<file path="config.mk">
export PLATFORM = sky130hd
export DESIGN_NAME = chunk_block_allocator
export DESIGN_NICKNAME = d
export VERILOG_FILES = /design/src/design/cba_pkg.sv /design/src/design/cba_ctrl.sv /design/src/design/cba_dp.sv /design/src/design/chunk_block_allocator.sv
export SDC_FILE = /design/constraint.sdc
export NUM_CORES = 1
export LEC_CHECK = 0
export BUFFER_PORTS_ARGS = -buffer_cell sky130_fd_sc_hd__buf_2
export CORE_UTILIZATION = 55
export CTS_BUF_LIST = sky130_fd_sc_hd__clkbuf_8
export DETAILED_ROUTE_END_ITERATION = 7
export HOLD_SLACK_MARGIN = 0.1
export PLACE_DENSITY = 0.85
export SETUP_SLACK_MARGIN = 0.4
export SLEW_MARGIN = 20
export SYNTH_ARGS = -nofsm -noshare
export SYNTH_HDL_FRONTEND = slang
export SYNTH_SLANG_ARGS = --single-unit
</file>
<file path="constraint.sdc">
create_clock -name i_clk -period 3.4 [get_ports i_clk]
set_clock_uncertainty 0.05 [all_clocks]
set_input_delay 0.51 -clock i_clk [delete_from_list [all_inputs] [get_ports i_clk]]
set_output_delay 0.51 -clock i_clk [all_outputs]
set_load 0.01 [all_outputs]
</file>
<file path="src/design/cba_pkg.sv">
`default_nettype none

package cba_pkg;

    localparam int CHUNKS_PER_BLOCK_DEF = 16;
    localparam int NUM_BLOCKS_DEF       = 16;

    // Input command codes
    localparam logic CMD_ALLOC = 1'b0;
    localparam logic CMD_FREE  = 1'b1;

    // Result status codes
    localparam logic [1:0] ST_OK       = 2'd0;
    localparam logic [1:0] ST_NO_BLOCK = 2'd1;
    localparam logic [1:0] ST_BAD_FREE = 2'd2;

    // Memory read address select
    typedef logic [1:0] t_rd_sel;
    localparam t_rd_sel RD_HEAD = 2'd0;
    localparam t_rd_sel RD_SLOT = 2'd1;
    localparam t_rd_sel RD_CUR  = 2'd2;

    typedef struct packed {
        logic    take;
        logic    scan_step;
        logic    scan_fail;
        logic    open_slot;
        logic    alloc_upd;
        logic    free_upd;
        logic    walk_step;
        logic    load_out;
        t_rd_sel rd_sel;
    } t_cmd;

    typedef struct packed {
        logic is_free;
        logic free_ok;
        logic head_valid;
        logic scan_free;
        logic scan_last;
        logic need_walk;
        logic walk_stop;
        logic walk_found;
        logic out_free;
    } t_stat;

endpackage

`default_nettype wire

</file>
<file path="src/design/cba_ctrl.sv">
`default_nettype none

module cba_ctrl (
    input  wire logic          i_clk,
    input  wire logic          i_rst_n,
    input  wire logic          i_valid,
    output logic               o_stall,
    input  wire cba_pkg::t_stat i_stat,
    output cba_pkg::t_cmd      o_cmd
);

    localparam logic [3:0] S_IDLE = 4'd0;
    localparam logic [3:0] S_SCAN = 4'd1;
    localparam logic [3:0] S_ARD  = 4'd2;
    localparam logic [3:0] S_AUPD = 4'd3;
    localparam logic [3:0] S_FRD  = 4'd4;
    localparam logic [3:0] S_FUPD = 4'd5;
    localparam logic [3:0] S_WISS = 4'd6;
    localparam logic [3:0] S_WCHK = 4'd7;
    localparam logic [3:0] S_FIN  = 4'd8;

    logic [3:0] r_state;
    logic [3:0] n_state;

    always_comb begin
        n_state      = r_state;
        o_cmd        = '0;
        o_cmd.rd_sel = cba_pkg::RD_CUR;
        unique case (r_state)
            S_IDLE: begin
                if (i_valid) begin
                    o_cmd.take = 1'b1;
                    if (i_stat.is_free) begin
                        n_state = i_stat.free_ok ? S_FRD : S_FIN;
                    end else begin
                        n_state = i_stat.head_valid ? S_ARD : S_SCAN;
                    end
                end
            end
            S_SCAN: begin
                if (i_stat.scan_free) begin
                    o_cmd.open_slot = 1'b1;
                    n_state         = S_AUPD;
                end else if (i_stat.scan_last) begin
                    o_cmd.scan_fail = 1'b1;
                    n_state         = S_FIN;
                end else begin
                    o_cmd.scan_step = 1'b1;
                end
            end
            S_ARD: begin
                o_cmd.rd_sel = cba_pkg::RD_HEAD;
                n_state      = S_AUPD;
            end
            S_AUPD: begin
                o_cmd.alloc_upd = 1'b1;
                n_state         = S_FIN;
            end
            S_FRD: begin
                o_cmd.rd_sel = cba_pkg::RD_SLOT;
                n_state      = S_FUPD;
            end
            S_FUPD: begin
                o_cmd.free_upd = 1'b1;
                n_state        = i_stat.need_walk ? S_WISS : S_FIN;
            end
            S_WISS: begin
                // fetch the link of the current list entry
                o_cmd.rd_sel = cba_pkg::RD_CUR;
                n_state      = i_stat.walk_stop ? S_FIN : S_WCHK;
            end
            S_WCHK: begin
                o_cmd.walk_step = 1'b1;
                n_state         = i_stat.walk_found ? S_FIN : S_WISS;
            end
            S_FIN: begin
                // hold the result until the output register frees up
                if (i_stat.out_free) begin
                    o_cmd.load_out = 1'b1;
                    n_state        = S_IDLE;
                end
            end
            default: begin
                n_state = S_IDLE;
            end
        endcase
    end

    always_ff @(posedge i_clk) begin
        if (!i_rst_n) begin
            r_state <= S_IDLE;
        end else begin
            r_state <= n_state;
        end
    end

    assign o_stall = (r_state != S_IDLE);

endmodule

`default_nettype wire

</file>
<file path="src/design/cba_dp.sv">
`default_nettype none

module cba_dp #(
    parameter int CHUNKS_PER_BLOCK = cba_pkg::CHUNKS_PER_BLOCK_DEF,
    parameter int NUM_BLOCKS       = cba_pkg::NUM_BLOCKS_DEF
) (
    input  wire logic          i_clk,
    input  wire logic          i_rst_n,
    input  wire cba_pkg::t_cmd i_cmd,
    output cba_pkg::t_stat     o_stat,
    input  wire logic          i_command,
    input  wire logic [7:0]    i_chunk_index,
    input  wire logic          i_stall,
    output logic               o_valid,
    output logic [1:0]         o_status,
    output logic [7:0]         o_chunk_out,
    output logic               o_block_released
);

    localparam int LW = $clog2(CHUNKS_PER_BLOCK);
    localparam int SW = (NUM_BLOCKS > 1) ? $clog2(NUM_BLOCKS) : 1;
    localparam int CW = $clog2(NUM_BLOCKS + 1);
    localparam int PW = (SW + LW > 8) ? SW + LW : 8;
    localparam logic [CHUNKS_PER_BLOCK-1:0] FULL = '1;
    localparam logic [CHUNKS_PER_BLOCK-1:0] ONE  = CHUNKS_PER_BLOCK'(1);

    // block storage
    logic [CHUNKS_PER_BLOCK-1:0] r_bitmap [NUM_BLOCKS];
    logic [SW-1:0]               r_link   [NUM_BLOCKS];
    logic [CHUNKS_PER_BLOCK-1:0] r_bm_rdata;
    logic [SW-1:0]               r_lk_rdata;

    logic [NUM_BLOCKS-1:0] r_in_use;
    logic [NUM_BLOCKS-1:0] r_nv;
    logic [SW-1:0]         r_head;
    logic                  r_head_valid;

    logic [SW-1:0] r_scan;
    logic          r_fresh;
    logic [SW-1:0] r_slot;
    logic [LW-1:0] r_local;
    logic [SW-1:0] r_cur;
    logic [CW-1:0] r_steps;
    logic [SW-1:0] r_slot_link;
    logic          r_slot_nv;

    logic [1:0] r_res_status;
    logic [7:0] r_res_chunk;
    logic       r_res_rel;

    logic       r_out_valid;
    logic [1:0] r_out_status;
    logic [7:0] r_out_chunk;
    logic       r_out_rel;

    logic [7:0]    in_slot8;
    logic [LW-1:0] in_local;
    logic          in_range;
    logic [SW-1:0] in_slot;
    logic          free_ok;
    logic [SW-1:0] rd_addr;

    logic [CHUNKS_PER_BLOCK-1:0] a_bits;
    logic [LW-1:0]               a_local;
    logic [CHUNKS_PER_BLOCK-1:0] a_new;
    logic                        a_empty;
    logic [PW-1:0]               a_prod;

    logic [CHUNKS_PER_BLOCK-1:0] f_new;
    logic                        f_was_full;
    logic                        f_release;

    logic cur_oob;
    logic walk_found;

    // split the global chunk number into slot and local index
    assign in_slot8 = 8'(i_chunk_index / CHUNKS_PER_BLOCK);
    assign in_local = LW'(i_chunk_index % CHUNKS_PER_BLOCK);
    assign in_range = ({1'b0, in_slot8} < 9'(NUM_BLOCKS));
    assign in_slot  = in_slot8[SW-1:0];
    assign free_ok  = in_range && r_in_use[in_slot];

    always_comb begin
        unique case (i_cmd.rd_sel)
            cba_pkg::RD_HEAD: rd_addr = r_head;
            cba_pkg::RD_SLOT: rd_addr = r_slot;
            default:          rd_addr = r_cur;
        endcase
    end

    // allocate: lowest free chunk of the head block
    assign a_bits = r_fresh ? FULL : r_bm_rdata;

    always_comb begin
        a_local = '0;
        for (int i = CHUNKS_PER_BLOCK - 1; i >= 0; i--) begin
            if (a_bits[i]) begin
                a_local = LW'(i);
            end
        end
    end

    assign a_new   = a_bits & ~(ONE << a_local);
    assign a_empty = (a_new == '0);
    assign a_prod  = PW'(r_head) * PW'(CHUNKS_PER_BLOCK) + PW'(a_local);

    // free: set the chunk bit
    assign f_new      = r_bm_rdata | (ONE << r_local);
    assign f_was_full = (r_bm_rdata == '0);
    assign f_release  = !f_was_full && (f_new == FULL);

    assign cur_oob    = ({1'b0, r_cur} >= (SW + 1)'(NUM_BLOCKS));
    assign walk_found = (r_lk_rdata == r_slot);

    always_comb begin
        o_stat.is_free    = (i_command == cba_pkg::CMD_FREE);
        o_stat.free_ok    = free_ok;
        o_stat.head_valid = r_head_valid;
        o_stat.scan_free  = !r_in_use[r_scan];
        o_stat.scan_last  = (r_scan == SW'(NUM_BLOCKS - 1));
        o_stat.need_walk  = f_release && r_head_valid && (r_head != r_slot);
        o_stat.walk_stop  = (r_steps == CW'(NUM_BLOCKS)) || cur_oob || !r_nv[r_cur];
        o_stat.walk_found = walk_found;
        o_stat.out_free   = !r_out_valid || !i_stall;
    end

    always_ff @(posedge i_clk) begin
        if (i_cmd.open_slot) begin
            r_bitmap[r_scan] <= FULL;
        end else if (i_cmd.alloc_upd && (a_bits != '0)) begin
            r_bitmap[r_head] <= a_new;
        end else if (i_cmd.free_upd) begin
            r_bitmap[r_slot] <= f_new;
        end

        if (i_cmd.free_upd && f_was_full) begin
            r_link[r_slot] <= r_head;
        end else if (i_cmd.walk_step && walk_found) begin
            // bypass the released block
            r_link[r_cur] <= r_slot_link;
        end

        r_bm_rdata <= r_bitmap[rd_addr];
        r_lk_rdata <= r_link[rd_addr];
    end

    always_ff @(posedge i_clk) begin
        if (!i_rst_n) begin
            r_in_use     <= '0;
            r_nv         <= '0;
            r_head       <= '0;
            r_head_valid <= 1'b0;
            r_scan       <= '0;
            r_fresh      <= 1'b0;
            r_res_status <= cba_pkg::ST_OK;
            r_res_chunk  <= '0;
            r_res_rel    <= 1'b0;
            r_out_valid  <= 1'b0;
        end else begin
            if (i_cmd.take) begin
                r_fresh      <= 1'b0;
                r_scan       <= '0;
                r_res_chunk  <= '0;
                r_res_rel    <= 1'b0;
                r_res_status <= (i_command == cba_pkg::CMD_FREE && !free_ok) ?
                                cba_pkg::ST_BAD_FREE : cba_pkg::ST_OK;
            end
            if (i_cmd.scan_step) begin
                r_scan <= r_scan + 1'b1;
            end
            if (i_cmd.scan_fail) begin
                r_res_status <= cba_pkg::ST_NO_BLOCK;
            end
            if (i_cmd.open_slot) begin
                r_in_use[r_scan] <= 1'b1;
                r_nv[r_scan]     <= 1'b0;
                r_head           <= r_scan;
                r_head_valid     <= 1'b1;
                r_fresh          <= 1'b1;
            end
            if (i_cmd.alloc_upd) begin
                if (a_bits == '0) begin
                    r_res_status <= cba_pkg::ST_NO_BLOCK;
                end else begin
                    r_res_chunk <= a_prod[7:0];
                    if (a_empty) begin
                        // full block leaves the list
                        r_head       <= r_lk_rdata;
                        r_head_valid <= r_nv[r_head];
                    end
                end
            end
            if (i_cmd.free_upd) begin
                if (f_was_full) begin
                    r_nv[r_slot] <= r_head_valid;
                    r_head       <= r_slot;
                    r_head_valid <= 1'b1;
                end else if (f_release) begin
                    r_in_use[r_slot] <= 1'b0;
                    r_nv[r_slot]     <= 1'b0;
                    r_res_rel        <= 1'b1;
                    if (r_head_valid && (r_head == r_slot)) begin
                        r_head       <= r_lk_rdata;
                        r_head_valid <= r_nv[r_slot];
                    end
                end
            end
            if (i_cmd.walk_step && walk_found) begin
                r_nv[r_cur] <= r_slot_nv;
            end
            if (i_cmd.load_out) begin
                r_out_valid <= 1'b1;
            end else if (!i_stall) begin
                r_out_valid <= 1'b0;
            end
        end
    end

    always_ff @(posedge i_clk) begin
        if (i_cmd.take) begin
            r_slot  <= in_slot;
            r_local <= in_local;
        end
        if (i_cmd.free_upd) begin
            // keep the released block's link for the unlink walk
            r_cur       <= r_head;
            r_steps     <= '0;
            r_slot_link <= r_lk_rdata;
            r_slot_nv   <= r_nv[r_slot];
        end
        if (i_cmd.walk_step && !walk_found) begin
            r_cur   <= r_lk_rdata;
            r_steps <= r_steps + 1'b1;
        end
        if (i_cmd.load_out) begin
            r_out_status <= r_res_status;
            r_out_chunk  <= r_res_chunk;
            r_out_rel    <= r_res_rel;
        end
    end

    assign o_valid          = r_out_valid;
    assign o_status         = r_out_status;
    assign o_chunk_out      = r_out_chunk;
    assign o_block_released = r_out_rel;

    a_head_in_use: assert property (@(posedge i_clk) disable iff (!i_rst_n)
        r_head_valid |-> r_in_use[r_head])
        else $error("list head points at an unused slot");

    a_release_clean: assert property (@(posedge i_clk) disable iff (!i_rst_n)
        r_res_rel |-> (r_res_status == cba_pkg::ST_OK && r_res_chunk == '0))
        else $error("released block with non-ok status or chunk");

    a_release_frees_slot: assert property (@(posedge i_clk) disable iff (!i_rst_n)
        (i_cmd.free_upd && f_release) |=> !r_in_use[$past(r_slot)])
        else $error("released slot still marked in use");

endmodule

`default_nettype wire

</file>
<file path="src/design/chunk_block_allocator.sv">
// Chunk allocator: hands out fixed-size chunks grouped into blocks, with a
// free bitmap per block slot and a LIFO list of partly free blocks.
// Input channel: i_valid / o_stall carry i_command (allocate or free) and
// i_chunk_index (chunk to free). A transaction is taken when i_valid is high
// and o_stall is low; o_stall is high while an item is being worked on.
// Output channel: o_valid / i_stall carry o_status, o_chunk_out and
// o_block_released, one result per input transaction, in order.
// Steps from input transaction to o_valid:
//   allocate with a block on the list: read the head block's bitmap, update it;
//   allocate that opens a slot: scan the slots, one per cycle, open the first
//   unused one and take its lowest chunk; with no slot left: scan every slot;
//   free of a chunk in an unused slot: no memory access; other frees: read the
//   slot, then update it, plus a walk of the list when a wholly free block is
//   unlinked from the middle of the list (up to NUM_BLOCKS entries), one memory read per step.
// The next transaction can be taken as early as the cycle the result appears.
// A result waits in the output register while i_stall is high; the next item
// is still taken and finishes, then holds until the register frees up.
// Reset (i_rst_n low, synchronous) marks all slots unused and empties the list.
`default_nettype none

module chunk_block_allocator #(
    parameter int CHUNKS_PER_BLOCK = cba_pkg::CHUNKS_PER_BLOCK_DEF,
    parameter int NUM_BLOCKS       = cba_pkg::NUM_BLOCKS_DEF
) (
    input  wire logic       i_clk,
    input  wire logic       i_rst_n,
    input  wire logic       i_valid,
    output logic            o_stall,
    input  wire logic       i_command,
    input  wire logic [7:0] i_chunk_index,
    output logic            o_valid,
    input  wire logic       i_stall,
    output logic [1:0]      o_status,
    output logic [7:0]      o_chunk_out,
    output logic            o_block_released
);

    cba_pkg::t_cmd  cmd;
    cba_pkg::t_stat stat;

    cba_ctrl u_ctrl (
        .i_clk   (i_clk),
        .i_rst_n (i_rst_n),
        .i_valid (i_valid),
        .o_stall (o_stall),
        .i_stat  (stat),
        .o_cmd   (cmd)
    );

    cba_dp #(
        .CHUNKS_PER_BLOCK (CHUNKS_PER_BLOCK),
        .NUM_BLOCKS       (NUM_BLOCKS)
    ) u_dp (
        .i_clk            (i_clk),
        .i_rst_n          (i_rst_n),
        .i_cmd            (cmd),
        .o_stat           (stat),
        .i_command        (i_command),
        .i_chunk_index    (i_chunk_index),
        .i_stall          (i_stall),
        .o_valid          (o_valid),
        .o_status         (o_status),
        .o_chunk_out      (o_chunk_out),
        .o_block_released (o_block_released)
    );

endmodule

`default_nettype wire

</file>
* Word level (Yosys, flattened, before mapping)
Memory sizes are Yosys's and may differ from the RTL's. A register that Yosys moved wholly into a read port is not among the register bits.
Cells that the tools add are included.
** Operators by class
- Bitwise operators :: 9
- Add/sub/neg operators :: 3
- Muxes and demuxes :: 133
- Shift-type cells :: 2
- Reduce and logical (&&, ||, !) cells :: 35
- Eq/ne operators :: 19
- Magnitude comparators :: 9
** Operator list (number)
- $mux 16 :: 15
- $mux 4 :: 41
- $and 16x16->16 :: 4
- $mux 1 :: 51
- $logic_not 16->1 :: 3
- $not 16->16 :: 3
- $pmux 4 s9 :: 1
- $bwmux 16 :: 2
- $or 16x16->16 :: 2
- $reduce_or 16->1 :: 2
- $shl 1x4->16 const A :: 2
- $lt 4x5->1 const B :: 6
- $mux 8 :: 3
- $bmux 1 s4 :: 5
- $eq 16x16->1 const B :: 1
- $eq 4x3->1 const B :: 4
- $reduce_bool 16->1 :: 1
- $mux 2 :: 7
- $logic_and 1x1->1 :: 13
- $demux 1 s4 :: 3
- $ge 4x1->1 const B :: 3
- $mux 5 :: 2
- $add 8x4->8 :: 1
- $eq 4x2->1 const B :: 2
- other kinds (22) :: 33
** Word-level totals
- Register bits :: 91
- Bits in writable memories :: 320
- Output and inout port bits :: 13
- Word-level logic and storage cells :: 232
- Memories :: 2
** Memory list
- u_dp.r_bitmap :: words 16, width 16, read ports 1, clocked after Yosys merged registers in 1, wr ports 1, RTL line cba_dp.sv:28 : logic [CHUNKS_PER_BLOCK-1:0] r_bitmap [NUM_BLOCKS];
- u_dp.r_link :: words 16, width 4, read ports 1, clocked after Yosys merged registers in 1, wr ports 1, RTL line cba_dp.sv:29 : logic [SW-1:0] r_link [NUM_BLOCKS];

* Longest topological paths before layout
Gate-level depths: netlist of the first run.
- Depth after elaboration :: 28
- Gate-level depth with buffers :: 12
- Depth with buffers taken out :: 9

* Hierarchy
Synthesis of the first run repeated with hierarchy kept, for this count alone.
** Second synthesis, totals
- Cell total of the unflattened synthesis :: 1353
- Area, all modules :: 19457.4 µm²
** By module, submodules not included
- cba_dp :: area an instance 18997.0 µm², seq. area each 12081.6 µm², cells an instance 1290, times used 1
- cba_ctrl :: area an instance 460.4 µm², seq. area each 80.1 µm², cells an instance 63, times used 1

* Least setup slack after synthesis of the first run
OpenSTA, ideal clock, no wires.
- Path type :: register to register
- Start :: register u_dp.r_scan[0]
- End :: memory u_dp.r_bitmap[8][0] (netlist name), enable pin
- Path buffers :: 3
- Arrival time :: 3.057 ns
- Setup slack :: -0.095 ns
- Cell stages (with the launch flop) :: 11
- Library setup time :: 0.388 ns
- Path through :: dfxtp_1 buf_2 mux4_2 mux2_2 mux2i_1 nor2b_1 clkbuf_1 buf_2 and2_1 o21ai_0 nor2_1
** On the way
- Longest elaborated chain between the ends :: 9
** RTL lines
- start, declared :: RTL line cba_dp.sv:38 : logic [SW-1:0] r_scan;
- start signal, assigned :: RTL line cba_dp.sv:169 : r_scan <= r_scan + 1'b1;
- $bmux 1 s4 :: RTL line cba_dp.sv:119 : o_stat.scan_free = !r_in_use[r_scan];
- $mux 1 (not written as such) :: RTL line cba_dp.sv:119
- $mux 1 :: RTL line cba_ctrl.sv:41 : if (i_stat.scan_free) begin
- $mux 3 :: RTL line cba_ctrl.sv:29 : unique case (r_state)
- $mux 1 :: RTL line cba_dp.sv:128 : if (i_cmd.open_slot) begin
- $mux 1 (not written as such) :: RTL line cba_dp.sv:131 : r_bitmap[r_head] <= a_new;
- $reduce_or 16->1 (no line)
- $mux 4 (no line) or $mux 1 (tied branches) (2 in a row)
- end, declared :: RTL line cba_dp.sv:28
Parallel ways exist; a longest one is shown, timed or not. The select of a mux whose other input is x is not followed.

* Worst setup path after layout of the first run
- Start :: register u_ctrl.r_state[3]
- End :: register u_dp.r_bm_rdata[5] (read register of u_dp.r_bitmap)
** On the way
- Longest elaborated chain between the ends :: 4
** RTL lines
- start, declared :: RTL line cba_ctrl.sv:22 : logic [3:0] r_state;
- start signal, assigned :: RTL line cba_ctrl.sv:93 : r_state <= n_state;
- $eq 4x3->1 or $eq 4x2->1 (tied branches) :: RTL line cba_ctrl.sv:29
- $pmux 2 s2 (*) :: RTL line cba_ctrl.sv:29
- $eq 2x1->1 or $logic_not 2->1 (tied branches) :: RTL line cba_dp.sv:84 : unique case (i_cmd.rd_sel)
- $pmux 4 s2 (*) :: RTL line cba_dp.sv:84
- end, declared :: RTL line cba_dp.sv:30 : logic [CHUNKS_PER_BLOCK-1:0] r_bm_rdata;
Every way passes the cells marked *; elsewhere a longest branch is shown, timed or not.
A chain may end at the register's enable or synchronous reset.

==> flow_metrics.py, run 1 <==
metrics = {
    "setup_path": {
        "cp-start-kind": "flip-flop",
        "slowest_stage": "or2_2",
        "endpoint_kind": "flip-flop",
        "path_max_fanout": 15,
        "cpMostUsedCell": "mux2i_1",
        "cp_data_required_time_ns": 3.78,
        "critPathKind": "flip-flop to flip-flop",
        "critical_path_arrival_ns": 3.35,
        "crit_path_start": "u_ctrl.r_state[3]",
        "crit_chain": "or2_2, nor2_1, a21oi_1, o221ai_4, buf_4, mux2i_1, mux2i_1, mux2i_1, mux2i_1",
        "crit_buf_inv": 1,
        "worstReg2RegStart": "u_ctrl.r_state[3]",
        "max_stage_delay_ns": 0.43,
        "cpLargestDelayFamily": "multiplexers",
    },
    "detailed_routing": {
        "first_iter_violations": 1494,
        "drtPass1Iterations": 6,
        "route.antenna.remaining_nets": 0,
        "post-route-drc-count": 0,
        "via_count": 13400,
        "routed_wl_um": 49900,
        "drt-vias-per-instance": 6.35,
        "route.detailed.wl_per_inst_um": 23.6,
    },
    "floorplanning": {
        "num_io_pins": 26,
        "row_count": 69,
        "die_y_um": 192,
        "design.core.area_um2": 35500,
        "die-area_um2": 36800,
        "initial_core_util_pct": 55.8,
        "die_w_um": 192,
    },
    "clocking": {
        "clk_path_buf_depth": 3,
        "path_clk_slew_ns": 0.06,
        "cts_tree": "done",
        "cts_sinks": 431,
        "numCtsBuffers": 68,
        "clk_latency_ns": 0.63,
        "h-tree-depth": 3,
        "cts_root_buf": "clkbuf_8",
    },
    "logic_synthesis": {
        "yosysTopAreaCell": "edfxtp_1",
        "synth.avg_cell_area_um2": 13.3,
        "syn_inst": 1492,
        "yosysSeqAreaShare_pct": 61.4,
        "async_flop_share_pct": 0,
        "synth_flop_cell": "edfxtp_1",
        "ys_types": 80,
        "yosys-top-cells-area": "edfxtp_1 54%, mux2i_1 16%, dfxtp_1 7.9%, mux4_2 2.7%, nor2_1 2.4%",
        "synth_commonest_cells": "353 x edfxtp_1, 307 x mux2i_1, 129 x nor2_1, 79 x nand2_1, 78 x dfxtp_1",
        "netlist_area_um2": 19800,
        "ys_ff_latch": 431,
        "synth_most_common_cell": "edfxtp_1",
        "synth_edf_count": 353,
        "syn_nets": 1511,
        "yosys.area.top_type_share_pct": 53.5,
        "yosys_warnings": 0,
    },
    "power": {
        "irDropWorstVdd_mv": 0.349,
        "swShare_pct": 29.3,
        "clockPowerShare_pct": 32.9,
        "power.internal_w": 0.00910,
        "power_switching_w": 0.00378,
        "p_per_area_nw_per_um2": 563,
        "combPwrFrac_pct": 20.4,
        "fin_total_pwr_w": 0.0129,
        "seqPwrFrac_pct": 46.7,
        "p_leak_nw": 9.04,
    },
    "place": {
        "io_buffers": 25,
        "routabilityCongestion": 0.973,
        "pre_cts_ws_ns": 0.0163,
        "dp_hpwl_um": 32700,
        "placed_cell_area_um2": 21100,
    },
    "timing": {
        "setup_viol": 0,
        "period_minus_slack_ns": 2.97,
        "max_freq_ghz": 0.337,
        "slew_headroom_pct": 33.3,
        "hold_ws_ns": 0.125,
        "rsz0062_at_grt": "yes",
        "hold_viol_final": 0,
        "fin_ws_ns": 0.434,
        "slew_viol_final": 0,
        "finalCritPeriodShare_pct": 87.2,
        "tns_ns": 0,
        "tightest_slew_ns": 1.00,
    },
    "worst_hold_path": {
        "hp-start": "i_chunk_index[5]",
        "hold_class": "input port to flip-flop",
    },
    "outcome": {
        "status": "complete, no violations",
    },
    "finish": {
        "syn_to_final_growth_pct": 15.5,
        "nets": 1620,
        "diodes": 0,
        "fillers": 2399,
        "stdcell_area_um2": 22900,
        "drive_above_1_share_pct": 19.8,
    },
    "grt": {
        "antenna_found_initial": 0,
        "track_usage_pct": 26.8,
        "grt_pass1_vias": 12700,
        "grt_max_degree": 57,
        "gr-total-overflow": 0,
        "grt_first_pass_wirelength_um": 73700,
    },
    "flow_run": {
        "maxCapViolCount": 0,
    },
}
==> sequential cells by signal, indices dropped and copies added, names as in the netlist, 4 cells and up <==
register	cells
u_dp.r_bitmap	256
u_dp.r_cur	4
u_ctrl.r_state	4
u_dp.r_bm_rdata	16
u_dp.o_chunk_out	8
u_dp.r_slot_link	4
u_dp.r_slot	4
u_dp.r_steps	5
u_dp.r_lk_rdata	4
u_dp.r_nv	16
u_dp.r_scan	4
u_dp.r_res_chunk	8
u_dp.r_local	4
u_dp.r_head	4
u_dp.r_in_use	16
u_dp.r_link	64
==> worst register-to-register path: cells and delay by family (launching register included) <==
| family | cells | cell delay, ns |
|---|---|---|
| buffers and inverters | 1 | 0.35 |
| muxes | 4 | 1.06 |
| and+or+nand+nor | 2 | 0.56 |
| AOI/OAI and AO/OA | 2 | 0.43 |
| DFF | 1 | 0.36 |
==> timing repair <==
action,4_1_cts,5_1_grt
pin swaps,5,3
hold buffers,6,0
cloned,0,1
endpoints found under the hold margin,6,0
endpoints found under the setup margin,291,263
resized for setup,12,27
setup buffers,9,12
==> cells by family after synthesis <==
kind of cell / count (synthesis) / synth area share (%)
buf+inv: 121 / 2.54
simple gates: 360 / 8.76
fa+ha+maj: 6 / 0.379
mux: 341 / 18.8
xor+xnor: 12 / 0.531
flops: 431 / 61.4
compound gates: 221 / 7.56
==> worst paths after layout <==
| path | end | slack (ns) | cells after the start |
|---|---|---|---|
| max reg2reg | u_dp.r_bm_rdata[5] | 0.43 | 9 |
| min reg2reg | u_dp.o_block_released | 0.39 | 0 |
| min | u_dp.r_slot[1] | 0.13 | 1 |
| max | u_dp.r_bm_rdata[5] | 0.43 | 9 |
==> per-layer routing <==
metal,up-vias,GRT usage (%),wire (um)
met5,-,0,0
met2,797,43.0,23700
met3,119,4.99,4500
met4,0,9.55,1500
met1,6592,36.5,20100
li1,5923,-,-
==> power by group through the flow <==
stage                     clock [W]  combinational, W  sequential [W]
after floorplan                   0           0.00174         0.00603
after global placement            0           0.00239         0.00611
after detailed placement          0           0.00242         0.00612
after CTS                   0.00424           0.00247         0.00601
after global routing        0.00448           0.00277         0.00603
final                       0.00423           0.00263         0.00602
==> cells in the final DEF, fill, tap and decap left out, types with 12 or more instances in the layout <==
master / netlist / final
nor3_1: 29 / 28
nor2b_1: 17 / 15
nand2b_1: 13 / 12
nor2_1: 129 / 113
inv_1: 18 / 37
a21oi_1: 46 / 45
nand2_1: 79 / 73
clkbuf_8: 0 / 71
mux2i_1: 307 / 305
buf_4: 0 / 84
clkinv_1: 1 / 16
a22oi_1: 17 / 17
nand3_1: 29 / 29
buf_2: 26 / 25
nor2_4: 0 / 14
nand4_1: 12 / 12
dfxtp_1: 78 / 75
buf_12: 0 / 20
o21ai_0: 53 / 51
mux4_2: 24 / 24
edfxtp_1: 353 / 353
==> cell type report <==
type,count,area (um^2),area share (%)
sequential,431,12200,53.2
timing repair buffer,141,1290,5.65
tap,461,577,2.52
inverter,19,71.3,0.312
multi-input combinational,940,7460,32.6
clock inverter,51,319,1.40
clock buffer,71,977,4.27
==> stage by stage <==
stage,cells,util (%)
floorplan,1492,-
finish,2114,64.4
detailed placement,1964,59.5
global placement,1964,59.5
CTS,2101,63.8
global route,2114,64.4
No activity file was read; power rests on OpenSTA's default activity.
==> run 2, diff against run 1 <==
--- a/config.mk
+++ b/config.mk
@@ -15,4 +15,5 @@
 export SLEW_MARGIN = 20
 export SYNTH_ARGS = -nofsm -noshare
 export SYNTH_HDL_FRONTEND = slang
+export SYNTH_HIERARCHICAL = 1
 export SYNTH_SLANG_ARGS = --single-unit
==> constraint.sdc (replaced) <==
create_clock -name i_clk -period 2.5 [get_ports i_clk]
set_clock_uncertainty 0.05 [all_clocks]
set_input_delay 0.125 -clock i_clk [delete_from_list [all_inputs] [get_ports i_clk]]
set_output_delay 0.125 -clock i_clk [all_outputs]
set_load 0.01 [all_outputs]
==> flow_metrics.py, run 2 <==
metrics = {
    "worst_hold_path": {
        "hold_class": "input port to flip-flop",
        "hold_path_depth": 2,
        "whs_endpoint": "u_dp/r_local[3]",
        "hp-start": "i_chunk_index[3]",
    },
    "finish": {
        "top_register": "u_dp/r_bitmap",
        "drive_above_1_share_pct": 44.6,
        "largest_reg_flops": 256,
        "nets": 1723,
        "largest_registers": "u_dp/r_bitmap: 256 flops, u_dp/r_link: 64 flops",
        "final_cell_mix": "353 x edfxtp_1, 242 x buf_4, 105 x mux4_2",
        "instances_no_fill": 2209,
        "final_common_cell": "edfxtp_1",
        "finish.utilization_pct": 74.2,
        "syn_to_final_growth_pct": 32.4,
        "fillers": 1787,
    },
    "logic_synthesis": {
        "synth_edf_count": 353,
        "ys_ff_latch": 431,
        "yosys_warnings": 6,
        "yosysSeqAreaShare_pct": 62.5,
        "synth_flop_cell": "edfxtp_1",
        "syn_nets": 1372,
        "yosys-top-cells-area": "edfxtp_1 54%, mux4_2 12%, dfxtp_1 8.0%, nor2_1 1.9%, a21oi_1 1.9%",
        "yosysTopAreaCell": "edfxtp_1",
        "synth.avg_cell_area_um2": 14.4,
        "synth_commonest_cells": "353 x edfxtp_1, 105 x mux4_2, 101 x nor2_1, 83 x nand2_1, 78 x dfxtp_1",
        "synth_most_common_cell": "edfxtp_1",
        "syn_inst": 1353,
        "yosys.area.top_type_share_pct": 54.5,
        "netlist_area_um2": 19500,
        "async_flop_share_pct": 0,
        "ys_types": 82,
    },
    "place": {
        "io_buffers": 25,
        "dp_hpwl_um": 35300,
        "routabilityCongestion": 0.919,
        "pre_cts_ws_ns": -0.809,
        "dp.cells": 1989,
    },
    "timing": {
        "max_freq_ghz": 0.301,
        "rsz0062_at_grt": "yes",
        "tightest_slew_ns": 1.02,
        "slew_headroom_pct": 32.3,
        "slew_viol_final": 0,
        "hold_ws_ns": 0.214,
        "period_minus_slack_ns": 3.32,
        "hold_viol_final": 0,
        "fin_ws_ns": -0.820,
        "setup_viol": 648,
        "finalCritPeriodShare_pct": 133,
    },
    "setup_path": {
        "timing.rr.end": "u_dp/r_bitmap[14][4]",
        "critical_path_arrival_ns": 3.58,
        "crit_path_start": "u_dp/r_scan[0]",
        "worstReg2RegStart": "u_dp/r_scan[0]",
        "cp_data_required_time_ns": 2.76,
        "crit_chain": "mux4_2, mux4_2, inv_4, inv_4, nor2_4, or2_4, buf_6, o21a_4, buf_6, nand2_8, nor2_4, clkbuf_16",
        "cpLargestDelayFamily": "multiplexers",
        "slowest_stage": "mux4_2",
        "crit_buf_inv": 5,
        "max_stage_delay_ns": 0.55,
        "critPathKind": "flip-flop to flip-flop",
        "rr_worst_depth": 12,
        "path_max_fanout": 8,
        "endpoint_kind": "flip-flop",
        "cp-start-kind": "flip-flop",
        "r2r_slack_ns": -0.82,
    },
    "detailed_routing": {
        "drt-vias-per-instance": 6.91,
        "route.antenna.remaining_nets": 0,
        "via_count": 15300,
        "post-route-drc-count": 0,
        "highest_layer": "met4",
        "wl_met2_um": 31100,
        "dr_wl_met3_um": 7950,
        "first_iter_violations": 2180,
        "route.detailed.wl_per_inst_um": 29.8,
        "drtPass1Iterations": 7,
        "routed_wl_um": 65900,
        "met1_length_um": 22200,
    },
    "floorplanning": {
        "row_count": 68,
        "design.core.area_um2": 34700,
        "initial_core_util_pct": 56.1,
        "die_y_um": 190,
        "die_w_um": 190,
        "num_io_pins": 26,
        "die-area_um2": 36100,
    },
    "flow_run": {
        "maxCapViolCount": 0,
    },
    "power": {
        "irDropWorstVdd_mv": 0.458,
        "fin_total_pwr_w": 0.0153,
        "p_leak_nw": 9.36,
        "p_per_area_nw_per_um2": 596,
    },
    "grt": {
        "grt_max_degree": 37,
        "grt_pass1_vias": 13900,
        "track_usage_pct": 30.2,
        "grt_first_pass_wirelength_um": 81000,
        "antenna_found_initial": 1,
        "gr-total-overflow": 0,
    },
    "clocking": {
        "h-tree-depth": 3,
        "cts_sinks": 431,
        "clk_path_buf_depth": 3,
        "clk_latency_ns": 0.62,
        "cts_root_buf": "clkbuf_8",
        "numCtsBuffers": 69,
        "cts_tree": "done",
        "path_clk_slew_ns": 0.07,
    },
    "outcome": {
        "violations": "setup timing",
        "status": "complete, but fails checks",
    },
}
run 2: changes by cell type after synthesis, sizes merged, moves of 18 or more:
cell / change
mux2i: -281
nor3: -18
nor2: -28
nor3b: +25
a21oi: +29
nor2b: +26
mux4: +81
o21ai: -27
o211ai: +33
run 2: kinds of logic (layout without fill, tap and decap cells):
| family | count (synthesis) | after routing | share of synthesized area [%] |
|---|---|---|---|
| other cells | 0 | 1 | 0 |
| flops | 431 | 431 | 62.5 |
| simple gates | 389 | 389 | 10.7 |
| compound gates | 259 | 260 | 9.19 |
| xor+xnor | 12 | 12 | 0.540 |
| buf+inv | 117 | 516 | 2.70 |
| fa+ha+maj | 6 | 6 | 0.386 |
| mux | 139 | 139 | 14.0 |
run 2: layout make-up:
type / count / area, um^2 / share of cell area (%)
inverter: 14 / 57.6 / 0.223
clock inverter: 49 / 297 / 1.15
antenna: 1 / 2.50 / 0.00971
tap: 455 / 569 / 2.21
timing repair buffer: 382 / 3830 / 14.9
sequential: 431 / 12200 / 47.2
clock buffer: 71 / 977 / 3.79
multi-input combinational: 806 / 7860 / 30.5
run 2: worst reg2reg max path, stage by stage (launching register included):
cell	delay, ns
dfxtp_4	0.39
mux4_2	0.53
mux4_2	0.55
inv_4	0.10
inv_4	0.04
nor2_4	0.21
or2_4	0.24
buf_6	0.17
o21a_4	0.15
buf_6	0.11
nand2_8	0.08
nor2_4	0.23
clkbuf_16	0.21
run 2: where the power goes:
part	internal (W)	switching (W)
registers	0.00773	0.0000549
clock network	0.00296	0.00294
logic	0.000773	0.000879
run 2: repair_timing:
action / 4_1_cts / 5_1_grt
hold endpoints to repair: 45 / 0
endpoints found under the setup margin: 723 / 734
setup buffers: 8 / 61
gates cloned: 1 / 17
hold buffers: 12 / 0
pin swaps: 4 / 70
gates resized for setup: 16 / 257
run 2: worst max-delay path by stage:
stage | to | slack [ns] | cells past startpoint
floorplan | u_dp/r_bitmap[15][0] | -0.70 | 12
global placement | u_dp/r_bitmap[14][12] | -0.62 | 12
detailed placement | u_dp/r_bitmap[15][13] | -0.81 | 11
CTS | u_dp/r_bitmap[14][12] | -0.71 | 13
global route | u_dp/r_bitmap[10][10] | -0.85 | 12
finish | u_dp/r_bitmap[14][4] | -0.82 | 12
run 2: layer usage:
layer | global-route usage [%] | vias up
met2 | 48.7 | 1466
met1 | 39.6 | 7386
li1 | - | 6050
met5 | 0 | -
met3 | 6.00 | 363
met4 | 14.5 | 0
run 2: per-stage QoR:
stage	TNS (ns)	instance area, um^2
after floorplan	-340.80	19800
after global placement	-253.31	22300
after detailed placement	-343.08	22300
after CTS	-306.92	23900
after global routing	-383.09	25800
final	-359.94	25800
